--- src/hw/rtl/plr_pkg.sv ---
// Shared types, codes and constants for the patterned line rasterizer.
package plr_pkg;

  localparam int COORD_BITS_DEF = 16;
  localparam int COUNT_BITS_DEF = 10;
  localparam int RUN_LEN_W      = 10;
  localparam int COLOR_W        = 32;
  localparam int APB_DATA_W     = 32;
  localparam int APB_ADDR_W     = 3;
  localparam int DD_RUN_W       = 5;

  localparam logic [RUN_LEN_W-1:0] DASH_LEN_RST = RUN_LEN_W'(8);
  localparam logic [RUN_LEN_W-1:0] GAP_LEN_RST  = RUN_LEN_W'(4);

  typedef enum logic {
    OP_LOAD = 1'b0,
    OP_STEP = 1'b1
  } op_t;

  typedef enum logic [1:0] {
    MODE_SOLID   = 2'd0,
    MODE_DASHED  = 2'd1,
    MODE_DASHDOT = 2'd2
  } mode_t;

  typedef enum logic {
    REG_DASH_LEN = 1'b0,
    REG_GAP_LEN  = 1'b1
  } reg_idx_t;

  // Dash-dot run lengths: 18 on, 5 off, 5 on, 5 off.
  function automatic logic [DD_RUN_W-1:0] dd_run_len(input logic [1:0] phase);
    logic [DD_RUN_W-1:0] len;
    case (phase)
      2'd0:    len = DD_RUN_W'(18);
      default: len = DD_RUN_W'(5);
    endcase
    return len;
  endfunction

  function automatic logic dd_draw(input logic [1:0] phase);
    return ~phase[0];
  endfunction

endpackage

--- src/hw/rtl/patterned_line_rasterizer_unit.sv ---
// Patterned line rasterizer: Bresenham stepper with solid, dashed and dash-dot patterns.
//
// Usage:
//   The input channel (in_valid / in_stall) takes one beat per item. A load beat
//   (in_operation = load) latches both endpoints, the pattern mode and the colour
//   and returns nothing. Each step beat returns one pixel beat on the output
//   channel (out_valid / out_stall) carrying coordinates, colour, a visible flag
//   from the pattern and a last flag at the endpoint; after the last pixel the
//   unit goes idle and further step beats return nothing.
//   A beat passes the input register, then the stepper logic feeding the output
//   register. One beat per cycle is sustained while the receiver does not stall;
//   the stepper and pattern state update once per beat.
//   When the receiver stalls, the output register holds its beat and the input
//   register fills, after which in_stall rises; load beats still drain.
//   The user must write dash and gap lengths over the APB port only while the unit is idle;
//   the unit does not enforce it. Reset (rst_n low, synchronous) empties both
//   registers, goes idle and sets dash length 8 and gap length 4.
module patterned_line_rasterizer_unit #(
  parameter int COORD_BITS = plr_pkg::COORD_BITS_DEF,
  parameter int COUNT_BITS = plr_pkg::COUNT_BITS_DEF
) (
  input  logic                           clk,
  input  logic                           rst_n,
  // input channel
  input  logic                           in_valid,
  output logic                           in_stall,
  input  logic                           in_operation,
  input  logic signed [COORD_BITS-1:0]   in_line_x0,
  input  logic signed [COORD_BITS-1:0]   in_line_y0,
  input  logic signed [COORD_BITS-1:0]   in_line_x1,
  input  logic signed [COORD_BITS-1:0]   in_line_y1,
  input  logic [1:0]                     in_pattern_mode,
  input  logic [plr_pkg::COLOR_W-1:0]    in_pixel_color,
  // output channel
  output logic                           out_valid,
  input  logic                           out_stall,
  output logic signed [COORD_BITS-1:0]   out_pix_x,
  output logic signed [COORD_BITS-1:0]   out_pix_y,
  output logic [plr_pkg::COLOR_W-1:0]    out_pix_color,
  output logic                           out_visible,
  output logic                           out_last,
  // configuration
  input  logic                           psel,
  input  logic                           penable,
  input  logic                           pwrite,
  input  logic [plr_pkg::APB_ADDR_W-1:0] paddr,
  input  logic [plr_pkg::APB_DATA_W-1:0] pwdata,
  output logic [plr_pkg::APB_DATA_W-1:0] prdata,
  output logic                           pready
);
  import plr_pkg::*;

  localparam int DELTA_W = COORD_BITS + 1;
  localparam int ERR_W   = COORD_BITS + 3;
  localparam int E2_W    = ERR_W + 1;
  localparam int CMP_W   = (COUNT_BITS > RUN_LEN_W) ? COUNT_BITS : RUN_LEN_W;

  // ---------------- configuration ----------------
  logic [RUN_LEN_W-1:0] dash_length_r, gap_length_r;
  logic                 cfg_wr;
  reg_idx_t             cfg_idx;

  assign pready  = 1'b1;
  assign cfg_wr  = psel & penable & pwrite;
  assign cfg_idx = reg_idx_t'(paddr[2]);

  always_ff @(posedge clk) begin
    if (!rst_n) begin
      dash_length_r <= DASH_LEN_RST;
      gap_length_r  <= GAP_LEN_RST;
    end else if (cfg_wr) begin
      unique case (cfg_idx)
        REG_DASH_LEN: dash_length_r <= pwdata[RUN_LEN_W-1:0];
        REG_GAP_LEN:  gap_length_r  <= pwdata[RUN_LEN_W-1:0];
        default: ;
      endcase
    end
  end

  always_comb begin
    unique case (cfg_idx)
      REG_DASH_LEN: prdata = APB_DATA_W'(dash_length_r);
      REG_GAP_LEN:  prdata = APB_DATA_W'(gap_length_r);
      default:      prdata = '0;
    endcase
  end

  // ---------------- input register ----------------
  logic                         s1_valid_r;
  op_t                          s1_op_r;
  logic signed [COORD_BITS-1:0] s1_x0_r, s1_y0_r, s1_x1_r, s1_y1_r;
  logic [1:0]                   s1_mode_r;
  logic [COLOR_W-1:0]           s1_color_r;
  logic                         in_accept, s1_adv, s1_emits, can_adv, out_taken;

  // ---------------- line state ----------------
  logic signed [COORD_BITS-1:0] cur_x_r, cur_y_r, target_x_r, target_y_r;
  logic [DELTA_W-1:0]           abs_dx_r, abs_dy_r;
  logic                         dir_x_neg_r, dir_y_neg_r;
  logic signed [ERR_W-1:0]      err_term_r;
  logic [COUNT_BITS-1:0]        run_count_r;
  logic                         drawing_on_r;
  logic [1:0]                   dash_phase_r;
  logic [1:0]                   mode_held_r;
  logic [COLOR_W-1:0]           color_held_r;
  logic                         busy_r;

  assign out_taken = out_valid & ~out_stall;
  assign can_adv   = ~out_valid | ~out_stall;
  assign s1_emits  = (s1_op_r == OP_STEP) & busy_r;
  assign s1_adv    = s1_valid_r & (can_adv | ~s1_emits);
  assign in_stall  = s1_valid_r & ~s1_adv;
  assign in_accept = in_valid & ~in_stall;

  always_ff @(posedge clk) begin
    if (!rst_n) begin
      s1_valid_r <= 1'b0;
    end else if (in_accept) begin
      s1_valid_r <= 1'b1;
    end else if (s1_adv) begin
      s1_valid_r <= 1'b0;
    end
  end

  always_ff @(posedge clk) begin
    if (in_accept) begin
      s1_op_r    <= op_t'(in_operation);
      s1_x0_r    <= in_line_x0;
      s1_y0_r    <= in_line_y0;
      s1_x1_r    <= in_line_x1;
      s1_y1_r    <= in_line_y1;
      s1_mode_r  <= in_pattern_mode;
      s1_color_r <= in_pixel_color;
    end
  end

  // ---------------- load set-up ----------------
  logic signed [DELTA_W-1:0] ld_x0, ld_y0, ld_x1, ld_y1;
  logic [DELTA_W-1:0]        ld_dx, ld_dy;

  always_comb begin
    ld_x0 = DELTA_W'(s1_x0_r);
    ld_y0 = DELTA_W'(s1_y0_r);
    ld_x1 = DELTA_W'(s1_x1_r);
    ld_y1 = DELTA_W'(s1_y1_r);
    ld_dx = (ld_x1 > ld_x0) ? DELTA_W'(ld_x1 - ld_x0) : DELTA_W'(ld_x0 - ld_x1);
    ld_dy = (ld_y1 > ld_y0) ? DELTA_W'(ld_y1 - ld_y0) : DELTA_W'(ld_y0 - ld_y1);
  end

  // ---------------- step logic ----------------
  logic                         is_last, vis;
  logic signed [E2_W-1:0]       e2, dx_e, dy_e;
  logic                         step_x, step_y;
  logic signed [ERR_W-1:0]      err_nxt;
  logic signed [COORD_BITS-1:0] x_nxt, y_nxt;
  logic [COUNT_BITS-1:0]        run_inc, run_nxt;
  logic [CMP_W-1:0]             run_limit;
  logic                         run_done, drawing_nxt;
  logic [1:0]                   phase_nxt;

  always_comb begin
    is_last = (cur_x_r == target_x_r) && (cur_y_r == target_y_r);
    case (mode_held_r)
      MODE_DASHED:  vis = drawing_on_r;
      MODE_DASHDOT: vis = dd_draw(dash_phase_r);
      default:      vis = 1'b1;
    endcase

    e2     = E2_W'(err_term_r) <<< 1;
    dx_e   = $signed(E2_W'(abs_dx_r));
    dy_e   = $signed(E2_W'(abs_dy_r));
    step_x = e2 > -dy_e;
    step_y = e2 < dx_e;

    err_nxt = err_term_r;
    if (step_x) err_nxt = ERR_W'(err_nxt - $signed(ERR_W'(abs_dy_r)));
    if (step_y) err_nxt = ERR_W'(err_nxt + $signed(ERR_W'(abs_dx_r)));

    x_nxt = cur_x_r;
    if (step_x) x_nxt = dir_x_neg_r ? COORD_BITS'(cur_x_r - 1'b1)
                                    : COORD_BITS'(cur_x_r + 1'b1);
    y_nxt = cur_y_r;
    if (step_y) y_nxt = dir_y_neg_r ? COORD_BITS'(cur_y_r - 1'b1)
                                    : COORD_BITS'(cur_y_r + 1'b1);

    run_inc = COUNT_BITS'(run_count_r + 1'b1);
    case (mode_held_r)
      MODE_DASHED:  run_limit = drawing_on_r ? CMP_W'(dash_length_r) : CMP_W'(gap_length_r);
      MODE_DASHDOT: run_limit = CMP_W'(dd_run_len(dash_phase_r));
      default:      run_limit = '0;
    endcase
    run_done    = CMP_W'(run_inc) >= run_limit;
    run_nxt     = run_count_r;
    drawing_nxt = drawing_on_r;
    phase_nxt   = dash_phase_r;
    case (mode_held_r)
      MODE_DASHED: begin
        run_nxt = run_done ? '0 : run_inc;
        if (run_done) drawing_nxt = ~drawing_on_r;
      end
      MODE_DASHDOT: begin
        run_nxt = run_done ? '0 : run_inc;
        if (run_done) phase_nxt = 2'(dash_phase_r + 1'b1);
      end
      default: ;
    endcase
  end

  always_ff @(posedge clk) begin
    if (!rst_n) begin
      cur_x_r      <= '0;
      cur_y_r      <= '0;
      target_x_r   <= '0;
      target_y_r   <= '0;
      abs_dx_r     <= '0;
      abs_dy_r     <= '0;
      dir_x_neg_r  <= 1'b0;
      dir_y_neg_r  <= 1'b0;
      err_term_r   <= '0;
      run_count_r  <= '0;
      drawing_on_r <= 1'b1;
      dash_phase_r <= '0;
      mode_held_r  <= '0;
      color_held_r <= '0;
      busy_r       <= 1'b0;
    end else if (s1_adv) begin
      if (s1_op_r == OP_LOAD) begin
        cur_x_r      <= s1_x0_r;
        cur_y_r      <= s1_y0_r;
        target_x_r   <= s1_x1_r;
        target_y_r   <= s1_y1_r;
        abs_dx_r     <= ld_dx;
        abs_dy_r     <= ld_dy;
        dir_x_neg_r  <= ~(s1_x0_r < s1_x1_r);
        dir_y_neg_r  <= ~(s1_y0_r < s1_y1_r);
        err_term_r   <= ERR_W'($signed(ERR_W'(ld_dx)) - $signed(ERR_W'(ld_dy)));
        run_count_r  <= '0;
        drawing_on_r <= 1'b1;
        dash_phase_r <= '0;
        mode_held_r  <= s1_mode_r;
        color_held_r <= s1_color_r;
        busy_r       <= 1'b1;
      end else if (busy_r) begin
        if (is_last) begin
          busy_r <= 1'b0;
        end else begin
          cur_x_r      <= x_nxt;
          cur_y_r      <= y_nxt;
          err_term_r   <= err_nxt;
          run_count_r  <= run_nxt;
          drawing_on_r <= drawing_nxt;
          dash_phase_r <= phase_nxt;
        end
      end
    end
  end

  // ---------------- output register ----------------
  logic                         out_valid_r;
  logic signed [COORD_BITS-1:0] out_pix_x_r, out_pix_y_r;
  logic [COLOR_W-1:0]           out_pix_color_r;
  logic                         out_visible_r, out_last_r;

  always_ff @(posedge clk) begin
    if (!rst_n) begin
      out_valid_r <= 1'b0;
    end else if (s1_adv && s1_emits) begin
      out_valid_r <= 1'b1;
    end else if (out_taken) begin
      out_valid_r <= 1'b0;
    end
  end

  always_ff @(posedge clk) begin
    if (s1_adv && s1_emits) begin
      out_pix_x_r     <= cur_x_r;
      out_pix_y_r     <= cur_y_r;
      out_pix_color_r <= color_held_r;
      out_visible_r   <= vis;
      out_last_r      <= is_last;
    end
  end

  assign out_valid     = out_valid_r;
  assign out_pix_x     = out_pix_x_r;
  assign out_pix_y     = out_pix_y_r;
  assign out_pix_color = out_pix_color_r;
  assign out_visible   = out_visible_r;
  assign out_last      = out_last_r;

  // ---------------- assertions ----------------
  a_last_ends_line: assert property (@(posedge clk) disable iff (!rst_n)
    (s1_adv && s1_emits && is_last) |=> !busy_r)
    else $error("line still busy after last pixel");

  a_solid_visible: assert property (@(posedge clk) disable iff (!rst_n)
    (s1_adv && s1_emits && (mode_held_r == MODE_SOLID)) |=> out_visible_r)
    else $error("solid pattern produced hidden pixel");

  a_phase_idle: assert property (@(posedge clk) disable iff (!rst_n)
    (mode_held_r != MODE_DASHDOT) |-> (dash_phase_r == 2'd0))
    else $error("dash-dot phase moved outside dash-dot mode");

  a_stall_full: assert property (@(posedge clk) disable iff (!rst_n)
    in_stall |-> (s1_valid_r && s1_emits && out_valid_r))
    else $error("input stalled without a blocked pixel");

endmodule
--- config.mk ---
export PLATFORM = sky130hd
export DESIGN_NAME = patterned_line_rasterizer_unit
export DESIGN_NICKNAME = d
export VERILOG_FILES = /design/src/hw/rtl/plr_pkg.sv /design/src/hw/rtl/patterned_line_rasterizer_unit.sv
export SDC_FILE = /design/constraint.sdc
export NUM_CORES = 1
export LEC_CHECK = 0
export BUFFER_PORTS_ARGS = -buffer_cell sky130_fd_sc_hd__buf_4
export CAP_MARGIN = 25
export CORE_UTILIZATION = 23
export CTS_CLUSTER_DIAMETER = 30
export DETAILED_ROUTE_END_ITERATION = 10
export HOLD_SLACK_MARGIN = 0.06
export MAX_ROUTING_LAYER = met4
export PLACE_DENSITY = 0.47
export SYNTH_ARGS = -nofsm -noshare
export SYNTH_HDL_FRONTEND = slang
export SYNTH_SLANG_ARGS = --single-unit
--- constraint.sdc ---
create_clock -name clk -period 7.9 [get_ports clk]
set_clock_uncertainty 0.15 [all_clocks]
set_input_delay 0.395 -clock clk [delete_from_list [all_inputs] [get_ports clk]]
set_output_delay 0.395 -clock clk [all_outputs]
set_load 0.1 [all_outputs]
# After elaboration in Yosys (flattened, before gate mapping)
# Cells that the tools add are included.
# W data, S select, Z words.
[op_classes]
n_reduce_logical = 15
n_eq_ne = 12
magnitude_cmp = 7
add_sub_neg = 14
mux = 44
bitwise = 20
[op_table]
columns = ["op", "n"]
rows = [
  ["$mux W16", 10],
  ["$mux W19", 5],
  ["$sub A16 B16 Y17", 4],
  ["$pmux W32 S2", 1],
  ["$mux W10", 6],
  ["$mux W17", 2],
  ["$add A16 B1 Y16 const B", 2],
  ["$eq A16 B16 Y1", 2],
  ["$gt A16 B16 Y1", 2],
  ["$lt A16 B16 Y1", 2],
  ["$sub A16 B1 Y16 const B", 2],
  ["$gt A20 B20 Y1", 1],
  ["$lt A20 B18 Y1", 1],
  ["$neg A17 Y20", 1],
  ["$pmux W10 S2", 1],
  ["$add A19 B18 Y19", 1],
  ["$sub A19 B18 Y19", 1],
  ["$sub A17 B17 Y18", 1],
  ["$mux W1", 12],
  ["$ne A2 B1 Y1 const B", 6],
  ["$reduce_and A4 Y1", 3],
  ["$not A1 Y1", 11],
  ["$add A10 B1 Y10 const B", 1],
  ["$ge A10 B10 Y1", 1],
  ["other kinds (16)", 33],
]
[word_totals]
ff_bits = 354
output_inout_bits = 101

# Logic depth before layout (Yosys ltp)
[depth]
word_depth = 9
depth_mapped = 30
mapped_depth_nobuf = 29

# Worst setup path before layout
# Ideal clock, no wire load.
[synth_timing]
path_type = "register to register"
startpoint = "reg out_valid_r (netlist: out_valid)"
endpoint = "reg s1_color_r[0] (enable)"
required_ns = 7.183
setup_time_ns = 0.567
path_slack_ns = 1.374
path_stages_with_launch = 4
arrival_ns = 5.809
cell_sequence = "dfxtp_1 -> nand2_1 -> nor2_1 -> nor2b_1"
[synth_via]
elab_chain_len = 8
[synth_lines]
columns = ["element", "line", "source"]
rows = [
  ["from (decl)", "patterned_line_rasterizer_unit.sv:259", "logic out_valid_r;"],
  ["from (signal assigned)", "patterned_line_rasterizer_unit.sv:266", "out_valid_r <= 1'b0;"],
  ["from (signal assigned)", "patterned_line_rasterizer_unit.sv:268", "out_valid_r <= 1'b1;"],
  ["from (signal assigned)", "patterned_line_rasterizer_unit.sv:270", "out_valid_r <= 1'b0;"],
  ["$not A1 Y1", "patterned_line_rasterizer_unit.sv:109", "assign can_adv = ~out_valid | ~out_stall;"],
  ["$or A1 B1 Y1", "patterned_line_rasterizer_unit.sv:109", ""],
  ["$or A1 B1 Y1", "patterned_line_rasterizer_unit.sv:111", "assign s1_adv = s1_valid_r & (can_adv | ~s1_emits);"],
  ["$and A1 B1 Y1", "patterned_line_rasterizer_unit.sv:111", ""],
  ["$not A1 Y1", "patterned_line_rasterizer_unit.sv:112", "assign in_stall = s1_valid_r & ~s1_adv;"],
  ["$and A1 B1 Y1", "patterned_line_rasterizer_unit.sv:112", ""],
  ["named net in_stall", "patterned_line_rasterizer_unit.sv:26", "output logic in_stall,"],
  ["$not A1 Y1", "patterned_line_rasterizer_unit.sv:113", "assign in_accept = in_valid & ~in_stall;"],
  ["$and A1 B1 Y1", "patterned_line_rasterizer_unit.sv:113", ""],
  ["named net in_accept", "patterned_line_rasterizer_unit.sv:94", "logic in_accept, s1_adv, s1_emits, can_adv, out_taken;"],
  ["to (signal assigned)", "patterned_line_rasterizer_unit.sv:133", "s1_color_r <= in_pixel_color;"],
  ["to (decl)", "patterned_line_rasterizer_unit.sv:93", "logic [COLOR_W-1:0] s1_color_r;"],
]
# The timed path passes the listed nets, and every way through them passes these cells.
# A chain may end at the register's enable or synchronous reset.

# Final worst setup path
[layout_timing]
startpoint = "reg abs_dy_r[2]"
endpoint = "reg err_term_r[18]"
[layout_via]
elab_chain_len = 8
[layout_lines]
columns = ["element", "line", "source"]
rows = [
  ["from (decl)", "patterned_line_rasterizer_unit.sv:98", "logic [DELTA_W-1:0] abs_dx_r, abs_dy_r;"],
  ["from (signal assigned)", "patterned_line_rasterizer_unit.sv:233", "abs_dy_r <= ld_dy;"],
  ["$neg A17 Y20", "patterned_line_rasterizer_unit.sv:172", "step_x = e2 > -dy_e;"],
  ["$gt A20 B20 Y1", "patterned_line_rasterizer_unit.sv:172", ""],
  ["$mux W19 *", "patterned_line_rasterizer_unit.sv:176", "if (step_x) err_nxt = ERR_W'(err_nxt - $signed(ERR_W'(abs_dy_r)));"],
  ["$add A19 B18 Y19", "patterned_line_rasterizer_unit.sv:177", "if (step_y) err_nxt = ERR_W'(err_nxt + $signed(ERR_W'(abs_dx_r)));"],
  ["$mux W19 *", "patterned_line_rasterizer_unit.sv:177", ""],
  ["$mux W19 *", "patterned_line_rasterizer_unit.sv:244", "if (is_last) begin"],
  ["$mux W19 *", "patterned_line_rasterizer_unit.sv:243", "end else if (busy_r) begin"],
  ["$mux W19 *", "patterned_line_rasterizer_unit.sv:227", "if (s1_op_r == OP_LOAD) begin"],
  ["to (signal assigned)", "patterned_line_rasterizer_unit.sv:236", "err_term_r <= ERR_W'($signed(ERR_W'(ld_dx)) - $signed(ERR_W'(ld_dy)));"],
  ["to (signal assigned)", "patterned_line_rasterizer_unit.sv:249", "err_term_r <= err_nxt;"],
  ["to (decl)", "patterned_line_rasterizer_unit.sv:100", "logic signed [ERR_W-1:0] err_term_r;"],
]
# Mark *: on every way between the ends. The rest lies on a longest branch, timed or not. The select of a mux whose other input is x is not followed.

==> summary.md <==
| Metric | Value |
|---|---|
| Outcome | finished clean |
| Io pins | 242 |
| Seq cells post-synth | 354 |
| Area grow syn2layout | 32.1% |
| Hold EP | dash_length_r[3] |
| Wire per inst | ~17 um |
| Die ar. | ~94000 sq um |
| Congestion Overflow GR | 0 |
| Final Hold Vio Count | 0 |
| Vias per cell | 4.45 |
| Clock Latency Late Sink | 0.64 ns |
| Initial Util | 23.3% |
| P_leak | between 10 and 15 nW |
| Die Width | a little over 300 um |
| Cell count after synthesis | 2310 |
| Clk Tree Root Cell | clkbuf_16 |
| # rows | 111 |
| Worst R2R Path Depth | 26 |
| Number of flops mapped to enable cells by yosys | 165 |
| Placer Congestion | 0.834 |
| Vias in the first global route | 17422 |
| TritonRoute pass-1 iters | 5 |
| H-Tree Depth | 3 |
| Worst reg2reg path endpoint | err_term_r[18] |
| Hold Startpoint | rst_n |
| Layout Nets | 2973 |
| Synth Area per Inst | about 9.3 sq um |
| WHS Path Cells | 2 |
| Sum Neg Setup Slack | 0 ns |
| Sequential area share after synthesis | 40.9% |
| Postcts setup bufs | 0 |
| CTS clk-pin slew, worst paths | ~0.050 ns |
| Setup CP Type | reg2reg |
| RSZ-0062 raised after global routing | false |
| Via count | 17558 |
| Die Span Y | 307 um |
| Arr. time, crit path | 7.05 ns |
| R2R setup slack | ~1.2 ns |
| Endpoint class of the critical path | flop |
| Layout cells sized above 1 | 15.9% |
| # fillers | slightly below 10000 |
| Ant diodes | 0 |
| DR DRC count | 0 |
| Req. time, crit path | 8.30 ns |
| TritonCTS Sinks | about 350 |
| Dpl hpwl | around 47 mm |
| Yosys warnings | 0 |
| Async SR Flop Fraction | 0% |
| Largest net degree at the start of global routing | between 90 and 100 |
| Worst VDD drop | between 150 and 200 uV |
| Worst setup margin | 1.25 ns |
| Core ar. | 91900 sq um |
| Synth Cell Area | roughly 21000 sq um |
| CTS tree | done |
| Rel. slew slack | between 30% and 40% |
| Final Max Slew Viols | 0 |
| First-pass GRT wire length | 101 mm |
| MaxCap Viol Count | 0 |
| Num CTS Buffers | 87 |
| ANT nets after route | 0 |
| Gr usage total | 14.2% |
| Number of DRC markers in iteration 0 | approximately 1000 |
| RR Startpoint | abs_dy_r[2] |
| Finish-stage setup viols | 0 |
| Max Buffers Root-to-Sink | 3 |
| Fin crit period | 6.65 ns |
| Slew @ Worst Pin | 1.02 ns |
| Total wire length | 65.4 mm |
| Ys flop type | dfxtp_1 |
| Initial antenna violation count | 0 |
| Fmax | 0.150 GHz |
| CP Launch Type | flop |
| Power per standard cell area | ~300 nW/um^2 |
| DP Worst Slack | 1.28 ns |
| Netlist cell types | 83 |
| CP Max Fanout | 5 |
| Input/output buffers | between 150 and 200 |
| Worst min path class | in2reg |
| Final Cycle Share | 84.2% |
-- layout make-up --
type	instances	area, sq um	share of cell area, %
Clock buffer	114	2370	8.38
Clock inverter	50	663	2.35
Inverter	151	572	2.02
Multi-Input combinational cell	1712	11700	41.3
Sequential cell	354	8740	30.9
Tap cell	1243	1560	5.51
Timing Repair Buffer	322	2700	9.54
-- Yosys cell counts, types with 41 or more instances --
cell type / number / share of area [%]
edfxtp_1: 165 / 23
nand2_1: 294 / 5.2
a21oi_1: 239 / 5.6
xor2_1: 69 / 2.8
clkbuf_1: 67 / 1.2
o21ai_0: 99 / 2.3
a21o_1: 55 / 1.9
dfxtp_1: 189 / 18
ha_1: 195 / 11
xnor2_1: 75 / 3.1
mux2_2: 41 / 2.2
mux2i_1: 41 / 1.9
inv_1: 150 / 2.6
nor2_1: 152 / 2.7
-- critical path: stages (launching register included) --
cell and delay, ns:
dfxtp_1 0.36, nor2_1 0.21, nand3_1 0.15, or3_1 0.40, nor3_1 0.31, nand2_1 0.17, nor4_1 0.25, xnor2_1 0.11
ha_1 0.30, nand4_1 0.13, nor4_1 0.42, a211o_1 0.19, a21oi_1 0.07, nor2_2 0.31, mux2_2 0.42, fa_1 0.44
a21oi_1 0.17, o21bai_1 0.13, a21oi_1 0.23, o21ai_0 0.16, a41o_1 0.33, a31o_2 0.29, o21ai_0 0.21, a2bb2o_1 0.18
o2bb2ai_1 0.12, mux2_2 0.34, o21ai_0 0.06
-- cell families (layout without fill, tap and decap cells) --
| kind of cell | count (synthesis) | in the layout | synth area share (%) |
|---|---|---|---|
| AOI/OAI and AO/OA | 604 | 604 | 17.8 |
| adders and majority gates | 204 | 204 | 12.2 |
| muxes | 82 | 82 | 4.08 |
| other | 2 | 23 | 0.0351 |
| buffers and inverters | 265 | 637 | 5.25 |
| and+or+nand+nor | 655 | 655 | 13.8 |
| xor gates and xnor gates | 144 | 144 | 5.90 |
| DFF | 354 | 354 | 40.9 |
-- worst max path at each step --
stage	slack [ns]	from	cells past startpoint	endpoint
after detailed placement	1.28	abs_dy_r[2]	26	err_term_r[18]
after floorplan	1.37	out_valid	3	s1_color_r[0]
after global placement	1.36	abs_dy_r[2]	26	err_term_r[18]
final	1.25	abs_dy_r[2]	26	err_term_r[18]
after CTS	1.26	abs_dy_r[2]	26	err_term_r[18]
after global routing	0.72	abs_dy_r[2]	27	err_term_r[18]
-- repair_timing --
item | CTS | global route
endpoints found under the hold margin | 136 | 0
resized for setup | 0 | 0
hold buffers | 111 | 0
-- where the power goes --
part           switching (mW)  total (mW)  internal [mW]
registers               0.114        2.15           2.04
logic                    1.56        2.64           1.09
clock network            1.18        3.64           2.46
total                    2.85        8.43           5.58
-- per-layer routing --
layer	global-route usage, %	wire (um)	vias up
met4	5.88	2080	0
met2	23.3	31500	300
li1	-	-	8853
met3	2.24	2150	100
met1	17.2	29600	8305
met5	-	0	-
-- cell usage in the layout (no fill, tap or decap), types with 10 or more instances in the layout --
cell type,n
a211o_1,10
a211oi_1,36
a21o_1,55
a21oi_1,238
buf_4,211
bufinv_16,10
clkbuf_1,18
clkbuf_16,87
clkinv_2,12
conb_1,23
dfxtp_1,189
dlygate4sd3_1,111
edfxtp_1,165
ha_1,195
inv_1,150
inv_6,10
mux2_2,41
mux2i_1,41
nand2_1,293
nand2b_1,10
nand3_1,40
nand4_1,18
nor2_1,151
nor2b_1,29
nor3_1,31
nor4_1,14
o211ai_1,22
o21a_1,23
o21ai_0,99
o21bai_1,15
or3_1,13
xnor2_1,75
xor2_1,69
-- registers in the layout, indices dropped and copies added, names as in the netlist, 10 cells and up --
| signal | cells |
|---|---|
| out_pix_y | 16 |
| run_count_r | 10 |
| color_held_r | 32 |
| out_pix_color | 32 |
| s1_y1_r | 16 |
| abs_dx_r | 17 |
| cur_y_r | 16 |
| dash_length_r | 10 |
| s1_x1_r | 16 |
| s1_x0_r | 16 |
| s1_color_r | 32 |
| target_y_r | 16 |
| cur_x_r | 16 |
| out_pix_x | 16 |
| gap_length_r | 10 |
| target_x_r | 16 |
| abs_dy_r | 17 |
| err_term_r | 19 |
| s1_y0_r | 16 |
-- stage by stage --
stage / std cells / hold slack, ns / util, % / power, mW / area [sq um]
floorplan: 2331 / 0.258 / - / 4.11 / 21500
global placement: 3671 / 0.262 / 26.2 / 4.77 / 24100
detailed placement: 3671 / 0.265 / 26.2 / 4.77 / 24100
CTS: 3946 / 0.0619 / 30.7 / 8.53 / 28200
global route: 3946 / 0.107 / 30.7 / 8.92 / 28200
finish: 3946 / 0.0930 / 30.7 / 8.43 / 28200
Power figures use the tool's default switching activity.
